[src/design/tpq_pkg.sv]
// Shared types and codes for the task priority queue.
// No dependencies; used by tpq_cell, task_priority_queue and the testbench.
`timescale 1ns / 1ps

package tpq_pkg;

  localparam logic [1:0] ST_OK       = 2'd0;
  localparam logic [1:0] ST_EMPTY    = 2'd1;
  localparam logic [1:0] ST_OVERFLOW = 2'd2;

  localparam logic MODE_PUSH = 1'b0;
  localparam logic MODE_POP  = 1'b1;

  typedef struct packed {
    logic push;
    logic pop;
  } cell_ctl_t;

endpackage

[src/design/tpq_cell.sv]
// One slot of the sorted task row: holds a priority and payload.
// Compares the incoming task against its own and shifts with its neighbors.
// Depends on tpq_pkg.
`timescale 1ns / 1ps

module tpq_cell #(
  parameter int PRIO_W = 8,
  parameter int PAY_W  = 32
) (
  input  logic              clk,
  input  tpq_pkg::cell_ctl_t ctl,
  input  logic              valid,
  input  logic [PRIO_W-1:0] new_prio,
  input  logic [PAY_W-1:0]  new_pay,
  input  logic              left_beaten,
  input  logic [PRIO_W-1:0] left_prio,
  input  logic [PAY_W-1:0]  left_pay,
  input  logic [PRIO_W-1:0] right_prio,
  input  logic [PAY_W-1:0]  right_pay,
  output logic              beaten,
  output logic [PRIO_W-1:0] prio,
  output logic [PAY_W-1:0]  pay
);

  logic [PRIO_W-1:0] prio_r, prio_nxt;
  logic [PAY_W-1:0]  pay_r, pay_nxt;

  assign beaten = !valid || (new_prio > prio_r);
  assign prio   = prio_r;
  assign pay    = pay_r;

  always_comb begin
    prio_nxt = prio_r;
    pay_nxt  = pay_r;
    if (ctl.push && beaten) begin
      if (left_beaten) begin
        prio_nxt = left_prio;
        pay_nxt  = left_pay;
      end else begin
        prio_nxt = new_prio;
        pay_nxt  = new_pay;
      end
    end else if (ctl.pop) begin
      prio_nxt = right_prio;
      pay_nxt  = right_pay;
    end
  end

  always_ff @(posedge clk) begin
    prio_r <= prio_nxt;
    pay_r  <= pay_nxt;
  end

endmodule

[src/design/task_priority_queue.sv]
// Task priority queue top level: a row of tpq_cell slots kept sorted by
// priority, oldest first among equals. Depends on tpq_pkg and tpq_cell.
//
// One request per clock cycle: busy is always low, and each request gives one
// result on the out_ ports, marked by out_strobe, in the cycle after it is
// taken. The receiver cannot stall. Every slot compares the pushed task with
// its own in parallel and shifts by one place, so a push or pop updates all
// slots at once at any CAPACITY; the head slot always holds the next task to
// pop. No clearing pass follows reset.
`timescale 1ns / 1ps

module task_priority_queue #(
  parameter int CAPACITY      = 16,
  parameter int PRIORITY_BITS = 8,
  parameter int PAYLOAD_BITS  = 32,
  localparam int CNT_W        = $clog2(CAPACITY + 1)
) (
  input  logic                     clk,
  input  logic                     rst_n,
  input  logic                     start,
  output logic                     busy,
  input  logic                     in_mode,
  input  logic [PRIORITY_BITS-1:0] in_priority,
  input  logic [PAYLOAD_BITS-1:0]  in_payload,
  output logic                     out_strobe,
  output logic [1:0]               out_status,
  output logic [PRIORITY_BITS-1:0] out_priority,
  output logic [PAYLOAD_BITS-1:0]  out_payload,
  output logic [CNT_W-1:0]         out_occupancy
);

  logic [CNT_W-1:0] count_r, count_nxt;
  logic             strobe_r;
  logic [1:0]       status_r, status_nxt;
  logic [PRIORITY_BITS-1:0] oprio_r, oprio_nxt;
  logic [PAYLOAD_BITS-1:0]  opay_r, opay_nxt;

  logic accept, full, empty;
  tpq_pkg::cell_ctl_t ctl;

  logic                     valid_w  [CAPACITY];
  logic                     beaten_w [CAPACITY];
  logic [PRIORITY_BITS-1:0] prio_w   [CAPACITY];
  logic [PAYLOAD_BITS-1:0]  pay_w    [CAPACITY];

  assign busy     = 1'b0;
  assign accept   = start && !busy;
  assign full     = (count_r == CNT_W'(CAPACITY));
  assign empty    = (count_r == '0);
  assign ctl.push = accept && (in_mode == tpq_pkg::MODE_PUSH) && !full;
  assign ctl.pop  = accept && (in_mode == tpq_pkg::MODE_POP) && !empty;

  for (genvar i = 0; i < CAPACITY; i++) begin : g_cell
    logic                     lb;
    logic [PRIORITY_BITS-1:0] lp, rp;
    logic [PAYLOAD_BITS-1:0]  ld, rd;

    assign valid_w[i] = (CNT_W'(i) < count_r);

    if (i == 0) begin : g_head
      assign lb = 1'b0;
      assign lp = '0;
      assign ld = '0;
    end else begin : g_body
      assign lb = beaten_w[i-1];
      assign lp = prio_w[i-1];
      assign ld = pay_w[i-1];
    end

    if (i == CAPACITY - 1) begin : g_tail
      assign rp = '0;
      assign rd = '0;
    end else begin : g_mid
      assign rp = prio_w[i+1];
      assign rd = pay_w[i+1];
    end

    tpq_cell #(
      .PRIO_W(PRIORITY_BITS),
      .PAY_W (PAYLOAD_BITS)
    ) u_cell (
      .clk        (clk),
      .ctl        (ctl),
      .valid      (valid_w[i]),
      .new_prio   (in_priority),
      .new_pay    (in_payload),
      .left_beaten(lb),
      .left_prio  (lp),
      .left_pay   (ld),
      .right_prio (rp),
      .right_pay  (rd),
      .beaten     (beaten_w[i]),
      .prio       (prio_w[i]),
      .pay        (pay_w[i])
    );
  end

  always_comb begin
    count_nxt  = count_r;
    status_nxt = tpq_pkg::ST_OK;
    oprio_nxt  = '0;
    opay_nxt   = '0;
    if (accept) begin
      if (in_mode == tpq_pkg::MODE_PUSH) begin
        if (full) begin
          status_nxt = tpq_pkg::ST_OVERFLOW;
        end else begin
          count_nxt = count_r + CNT_W'(1);
        end
      end else if (empty) begin
        status_nxt = tpq_pkg::ST_EMPTY;
      end else begin
        oprio_nxt = prio_w[0];
        opay_nxt  = pay_w[0];
        count_nxt = count_r - CNT_W'(1);
      end
    end
  end

  always_ff @(posedge clk) begin
    if (!rst_n) begin
      count_r  <= '0;
      strobe_r <= 1'b0;
    end else begin
      count_r  <= count_nxt;
      strobe_r <= accept;
    end
  end

  always_ff @(posedge clk) begin
    status_r <= status_nxt;
    oprio_r  <= oprio_nxt;
    opay_r   <= opay_nxt;
  end

  assign out_strobe    = strobe_r;
  assign out_status    = status_r;
  assign out_priority  = oprio_r;
  assign out_payload   = opay_r;
  assign out_occupancy = count_r;

  a_count_bound: assert property (@(posedge clk) disable iff (!rst_n)
    count_r <= CNT_W'(CAPACITY))
    else $error("occupancy above capacity");

  a_push_grows: assert property (@(posedge clk) disable iff (!rst_n)
    (accept && (in_mode == tpq_pkg::MODE_PUSH) && !full)
      |=> (count_r == $past(count_r) + CNT_W'(1)))
    else $error("push did not grow occupancy");

  a_head_order: assert property (@(posedge clk) disable iff (!rst_n)
    (count_r >= CNT_W'(2)) |-> (prio_w[0] >= prio_w[1]))
    else $error("head slot out of order");

  a_empty_zero: assert property (@(posedge clk) disable iff (!rst_n)
    (out_strobe && out_status == tpq_pkg::ST_EMPTY) |-> (out_occupancy == '0))
    else $error("empty status with tasks held");

  a_strobe_src: assert property (@(posedge clk) disable iff (!rst_n)
    out_strobe |-> $past(accept))
    else $error("result without request");

endmodule

[config.mk]
export PLATFORM = sky130hd
export DESIGN_NAME = task_priority_queue
export DESIGN_NICKNAME = d
export VERILOG_FILES = /design/src/design/tpq_pkg.sv /design/src/design/tpq_cell.sv /design/src/design/task_priority_queue.sv
export SDC_FILE = /design/constraint.sdc
export NUM_CORES = 2
export LEC_CHECK = 0
export BUFFER_PORTS_ARGS = -buffer_cell sky130_fd_sc_hd__buf_2
export CAP_MARGIN = 20
export CORE_MARGIN = 2
export CORE_UTILIZATION = 34
export DETAILED_ROUTE_END_ITERATION = 6
export SLEW_MARGIN = 20
export SYNTH_ARGS = -nofsm -noshare
export SYNTH_HDL_FRONTEND = slang
export SYNTH_SLANG_ARGS = --single-unit
[constraint.sdc]
create_clock -name clk -period 11 [get_ports clk]
set_input_delay 1.1 -clock clk [delete_from_list [all_inputs] [get_ports clk]]
set_output_delay 1.1 -clock clk [all_outputs]
set_load 0.05 [all_outputs]
======== Yosys cells after proc, flatten, opt, wreduce, memory -nomap -nowiden ========
Cells that the tools add are included.
word-level totals
  flip-flop bits (word level) ............. 688
  bits of input ports ..................... 44
  logic and storage cells ................. 249
  output and inout bits ................... 49
cells by class
  bitwise operators ....................... 2
  multiplexer cells ....................... 100
  equality and inequality tests ........... 3
  reductions and logical operators ........ 73
  order comparisons ....................... 32
  add/subtract/negate cells ............... 2
operator list
  operator               number
  $mux W32               47
  $mux W8                47
  $gt A8 B8 Y1           16
  $lt A4 B5 Y1 const A   8
  $reduce_bool A2 Y1     16
  $logic_and A1 B1 Y1    20
  $lt A3 B5 Y1 const A   4
  $logic_not A1 Y1       18
  $logic_or A1 B1 Y1     16
  $mux W5                3
  $lt A1 B5 Y1 const A   2
  $lt A2 B5 Y1 const A   2
  $add A5 B1 Y5 const B  1
  $eq A5 B5 Y1 const B   1
  $logic_not A5 Y1       1
  $sub A5 B1 Y5 const B  1
  $mux W2                2
  $ne A2 B2 Y1 const B   2
  $reduce_and A3 Y1      1
  $reduce_or A3 Y1       1
  $not A1 Y1             2
  $mux W1                1

======== Longest topological paths before layout ========
  depth after elaboration ................. 5
  mapped depth ............................ 12

======== By module ========
A second synthesis with hierarchy kept.
second synthesis, totals
  cell total of the unflattened synthesis .. 2,773
  area total of the unflattened synthesis .. 42,433.2 um2
by module, submodules not included
  module               cells each  seq. area each (um2)  instances  area each (um2)
  tpq_cell             163         1,201.2               16         2,548.7
  task_priority_queue  165         960.9                 1          1,654.1

======== Least setup slack after synthesis ========
OpenSTA, ideal clock, no wires.
  path kind ............................... input-to-reg
  from .................................... in in_priority[0]
  to ...................................... reg g_cell[10].u_cell.pay_r[0] (enable)
  buffers on the path ..................... 2
  setup time .............................. 493 ps
  required time ........................... 10,507 ps
  slack ................................... 5,082 ps
  stages .................................. 9
  arrival ................................. 5,426 ps
  path through ............................ clkbuf_1 inv_1 ha_1 nand4_1 nand2b_1 a21oi_1 nor3_2 buf_4 o21ai_0
on the way
  longest elaborated chain between the ends .. 4
ends and longest elaborated chain
  item                                 RTL line                   text
  start, declared                      task_priority_queue.sv:23  input logic [PRIORITY_BITS-1:0] in_priority,
  $gt A8 B8 Y1                         tpq_cell.sv:28             assign beaten = !valid || (new_prio > prio_r);
  $logic_or A1 B1 Y1                   tpq_cell.sv:28
  $logic_and A1 B1 Y1                  tpq_cell.sv:35             if (ctl.push && beaten) begin
  $reduce_bool A2 Y1 (no source line)  -
  end signal, assigned                 tpq_cell.sv:51             pay_r <= pay_nxt;
  end, declared                        tpq_cell.sv:26             logic [PAY_W-1:0] pay_r, pay_nxt;
Every way passes these cells.
A chain may end at the register's enable or synchronous reset.

======== Worst setup path in the final report ========
  from .................................... reg count_r[1] (netlist: out_occupancy[1])
  to ...................................... reg g_cell[8].u_cell.pay_r[18] (enable)
on the way
  longest elaborated chain between the ends .. 5
  elaborated cells on any way between the ends .. 11
  classes of those cells .................. 1 x order compare; 1 x eq/ne; 9 x reduce/logical
ends and longest elaborated chain
  item                                                              RTL line                                              text
  start, declared                                                   task_priority_queue.sv:32                             logic [CNT_W-1:0] count_r, count_nxt;
  start signal, assigned                                            task_priority_queue.sv:125                            count_r <= count_nxt;
  $lt A4 B5 Y1 / $eq A5 B5 Y1 (equally long branches)               task_priority_queue.sv:58, task_priority_queue.sv:48
  $logic_not A1 Y1 (on tied branches)                               tpq_cell.sv:28, task_priority_queue.sv:50
  $logic_or A1 B1 Y1 / $logic_and A1 B1 Y1 (equally long branches)  tpq_cell.sv:28, task_priority_queue.sv:50
  $logic_and A1 B1 Y1                                               tpq_cell.sv:35
  $reduce_bool A2 Y1 (no source line) (*)                           -
  end signal, assigned                                              tpq_cell.sv:51
  end, declared                                                     tpq_cell.sv:26
Mark *: on every way between the ends. The rest lies on a longest branch, timed or not.

==> impl_metrics.py <==
metrics = {
    "cts": {
        "htree_levels": 3,
        "clk_path_buf_depth": 3,
        "post_cts_buffers": 0,
        "ctsResizeCount": 0,
        "cts_hold_buffers": 0,
        "cts_tree": "yes",
        "cts_sinks": 688,
        "insertion_delay_ps": 670,
        "cts-root-buf": "clkbuf_16",
        "path_clk_slew_ps": 60,
        "cts_inserted_buffers": 81,
    },
    "logic_synthesis": {
        "syn_nets": 3591,
        "yosysTopAreaCellShare_pct": 51.7,
        "syn_area_sq_um": 37200,
        "async_flop_share_pct": 0,
        "ys_ff_latch": 688,
        "yosysTopAreaCell": "edfxtp_1",
        "synth_cell_type_count": 61,
        "synth-edff-count": 640,
        "yosys_warnings": 0,
        "synth_area_leaders": "edfxtp_1, mux2i_1, nand2_1",
        "ys_seq_area_share_pct": 54.2,
        "synth_top_flop_cell": "edfxtp_1",
        "syn_area_per_cell_sq_um": 10.9,
        "synth_cells": 3415,
    },
    "routing": {
        "drtAntennaViolNets": 0,
        "avgViaCountPerCell": 5.55,
        "wl_per_cell_microns": 22.9,
        "highest_layer": "met5",
        "post-route-drc-count": 0,
        "wl_met3_mm": 8.51,
        "firstDrtPassIters": 6,
        "met2WireLength_mm": 49.2,
        "drt_wl_total_mm": 112,
        "vias": 27100,
        "drt_iter0_markers": 2556,
        "met1Wirelength_mm": 51.0,
    },
    "sta": {
        "final.setup_skew_ps": 52.1,
        "hold_violations": 0,
        "slew_headroom_pct": 26.7,
        "clock.fmax_ghz": 0.219,
        "finalSetupViolations": 0,
        "setup-tns-final_ps": 0,
        "finalCriticalPeriod_ps": 4570,
        "worst_pin_slew_ps": 1100,
        "slew_viol_final": 0,
        "rsz0062_at_grt": "false",
        "fin_crit_sh_pct": 41.5,
    },
    "global_routing": {
        "grt_max_degree": 82,
        "grt_use_total_pct": 19.6,
        "antenna_found_initial": 6,
        "overflow": 0,
        "grt_pass1_wl_mm": 169,
        "grt_pass1_vias": 26800,
    },
    "worst_setup_path": {
        "timing.rr.start": "out_occupancy[1]$_SDFFE_PN0P_",
        "worstPathArrival_ps": 4820,
        "critical_path.startpoint": "out_occupancy[1]$_SDFFE_PN0P_",
        "crit_path_max_fanout": 51,
        "rr_worst_depth": 6,
        "cp-start-kind": "flip-flop",
        "rr_endpoint": "g_cell[8].u_cell.pay[18]$_DFFE_PP_",
        "required_ps": 11250,
        "reg2reg_setup_slack_ps": 6430,
        "critPathCaptureType": "flip-flop",
        "crit_type": "reg -> reg",
    },
    "layout": {
        "drive_gt1_share_pct": 12.4,
        "layout_commonest_cell": "edfxtp_1",
        "area_delta_synth_final_pct": 12.2,
        "fill_cells": 10600,
        "final_nets": 3572,
        "stdcell_count": 4882,
        "layout_common_cells": "edfxtp_1, nand2_1, mux2i_1",
        "fin_area_sq_um": 41800,
    },
    "pwr": {
        "pwr-share-seq_pct": 42.4,
        "power_density_nw_per_um2": 222,
        "p_total_mw": 9.28,
        "p_comb_share_pct": 27.4,
        "ir_drop_mv": 0.129,
        "clock_power_share_pct": 30.1,
        "p_leak_nw": 16.1,
        "switchingPower_mw": 3.17,
        "intPower_mw": 6.10,
        "swShare_pct": 34.2,
    },
    "hold_path": {
        "holdPathEnd": "out_payload[21]$_SDFF_PP0_",
        "hp-class": "reg -> reg",
        "hold_depth": 1,
        "min_from": "g_cell[0].u_cell.pay[21]$_DFFE_PP_",
    },
    "run_status": {
        "outcome": "finished clean",
    },
    "job": {
        "max_cap_violations": 0,
    },
    "die": {
        "core-area_sq_um": 109000,
        "die-area_sq_um": 112000,
        "io_pins": 93,
        "die_width_microns": 335,
        "rows": 121,
        "die_y_microns": 335,
        "start_util_pct": 34.2,
    },
    "place": {
        "placed_cells": 4727,
        "globalplace.congestion": 0.816,
        "port_buffers": 91,
        "placed_cell_area_sq_um": 39000,
        "hpwl_mm": 65.1,
    },
}
## critical path: stages (launching register included)
cell	delay, ps
dfxtp_1	650
inv_1	170
ha_1	340
a311o_1	650
a21oi_4	850
buf_4	680
nand2b_4	770
## sequential cells by signal, indices dropped and copies added (netlist names)
| signal | cells |
|---|---|
| out_occupancy | 5 |
| out_priority | 8 |
| out_payload | 32 |
| out_status | 2 |
| g_cell.u_cell.prio | 128 |
| g_cell.u_cell.pay | 512 |
| out_strobe | 1 |
## final cells by class
| type | count | area (sq um) | share of cell area [%] |
|---|---|---|---|
| Timing Repair Buffer | 160 | 973 | 2.33 |
| Clock inverter | 32 | 443 | 1.06 |
| Tap cell | 1414 | 1770 | 4.24 |
| Inverter | 117 | 439 | 1.05 |
| Sequential cell | 688 | 20200 | 48.3 |
| Antenna cell | 3 | 7.51 | 0.0180 |
| Multi-Input combinational cell | 2348 | 15600 | 37.5 |
| Clock buffer | 120 | 2310 | 5.52 |
## power by group through the flow
| stage | Clock, mW | Sequential (mW) | Combinational, mW |
|---|---|---|---|
| 2_1_floorplan | 0 | 3.92 | 1.70 |
| 3_3_place_gp | 0 | 3.98 | 2.47 |
| 3_5_place_dp | 0 | 3.98 | 2.51 |
| 4_1_cts | 2.84 | 3.93 | 2.52 |
| 5_1_grt | 2.94 | 4.00 | 2.77 |
| 6_report | 2.80 | 3.94 | 2.54 |
## per-stage QoR
step	utilization (%)	worst slack (ps)	hold slack, ps
after floorplan	-	5080	448
after global placement	35.9	5850	466
after detailed placement	35.9	5840	458
after CTS	38.4	6460	482
after global routing	38.4	6300	503
final	38.4	6430	477
## cell usage after synthesis (2+ instances only)
cell type,number
a2111o_1,2
a211oi_1,7
a21o_1,3
a21oi_1,255
a21oi_2,4
a31oi_1,81
and2_1,42
and4_1,6
buf_2,79
buf_4,32
clkbuf_1,147
clkbuf_4,2
dfxtp_1,48
edfxtp_1,640
ha_1,132
inv_1,117
mux2_1,12
mux2_2,93
mux2i_1,455
nand2_1,522
nand2b_1,10
nand3_1,46
nand4_1,21
nor2_1,178
nor2_2,2
nor2b_1,20
nor3_1,2
nor3_2,3
o211ai_1,15
o21a_1,7
o21ai_0,273
o21ai_1,117
o31a_1,3
o31ai_2,2
o31ai_4,2
or2_2,4
or3_1,2
or3b_1,3
xnor2_1,4
## logic make-up (layout without fill, tap and decap cells)
logic type	count (synthesis)	in the layout	synth area share, %
buffers and inverters	379	429	4.45
AOI/OAI and AO/OA	784	784	11.5
and+or+nand+nor	866	866	9.83
adders and majority gates	132	132	4.44
DFF	688	688	54.2
xor gates and xnor gates	5	5	0.118
other	1	4	0.0101
muxes	560	560	15.4
## worst max path at each step
stage / end
global route: g_cell[8].u_cell.pay[18]$_DFFE_PP_
finish: g_cell[8].u_cell.pay[18]$_DFFE_PP_
CTS: g_cell[8].u_cell.pay[18]$_DFFE_PP_
floorplan: g_cell[10].u_cell.pay[0]$_DFFE_PP_
detailed placement: g_cell[8].u_cell.pay[19]$_DFFE_PP_
global placement: g_cell[8].u_cell.pay[19]$_DFFE_PP_
## per-layer routing
| metal | GRT usage [%] | vias to the layer above |
|---|---|---|
| li1 | - | 12400 |
| met1 | 27.8 | 13500 |
| met2 | 30.6 | 1012 |
| met3 | 3.68 | 171 |
| met4 | 5.39 | 8 |
| met5 | 0 | - |
No activity file was read; power rests on OpenSTA's default activity.
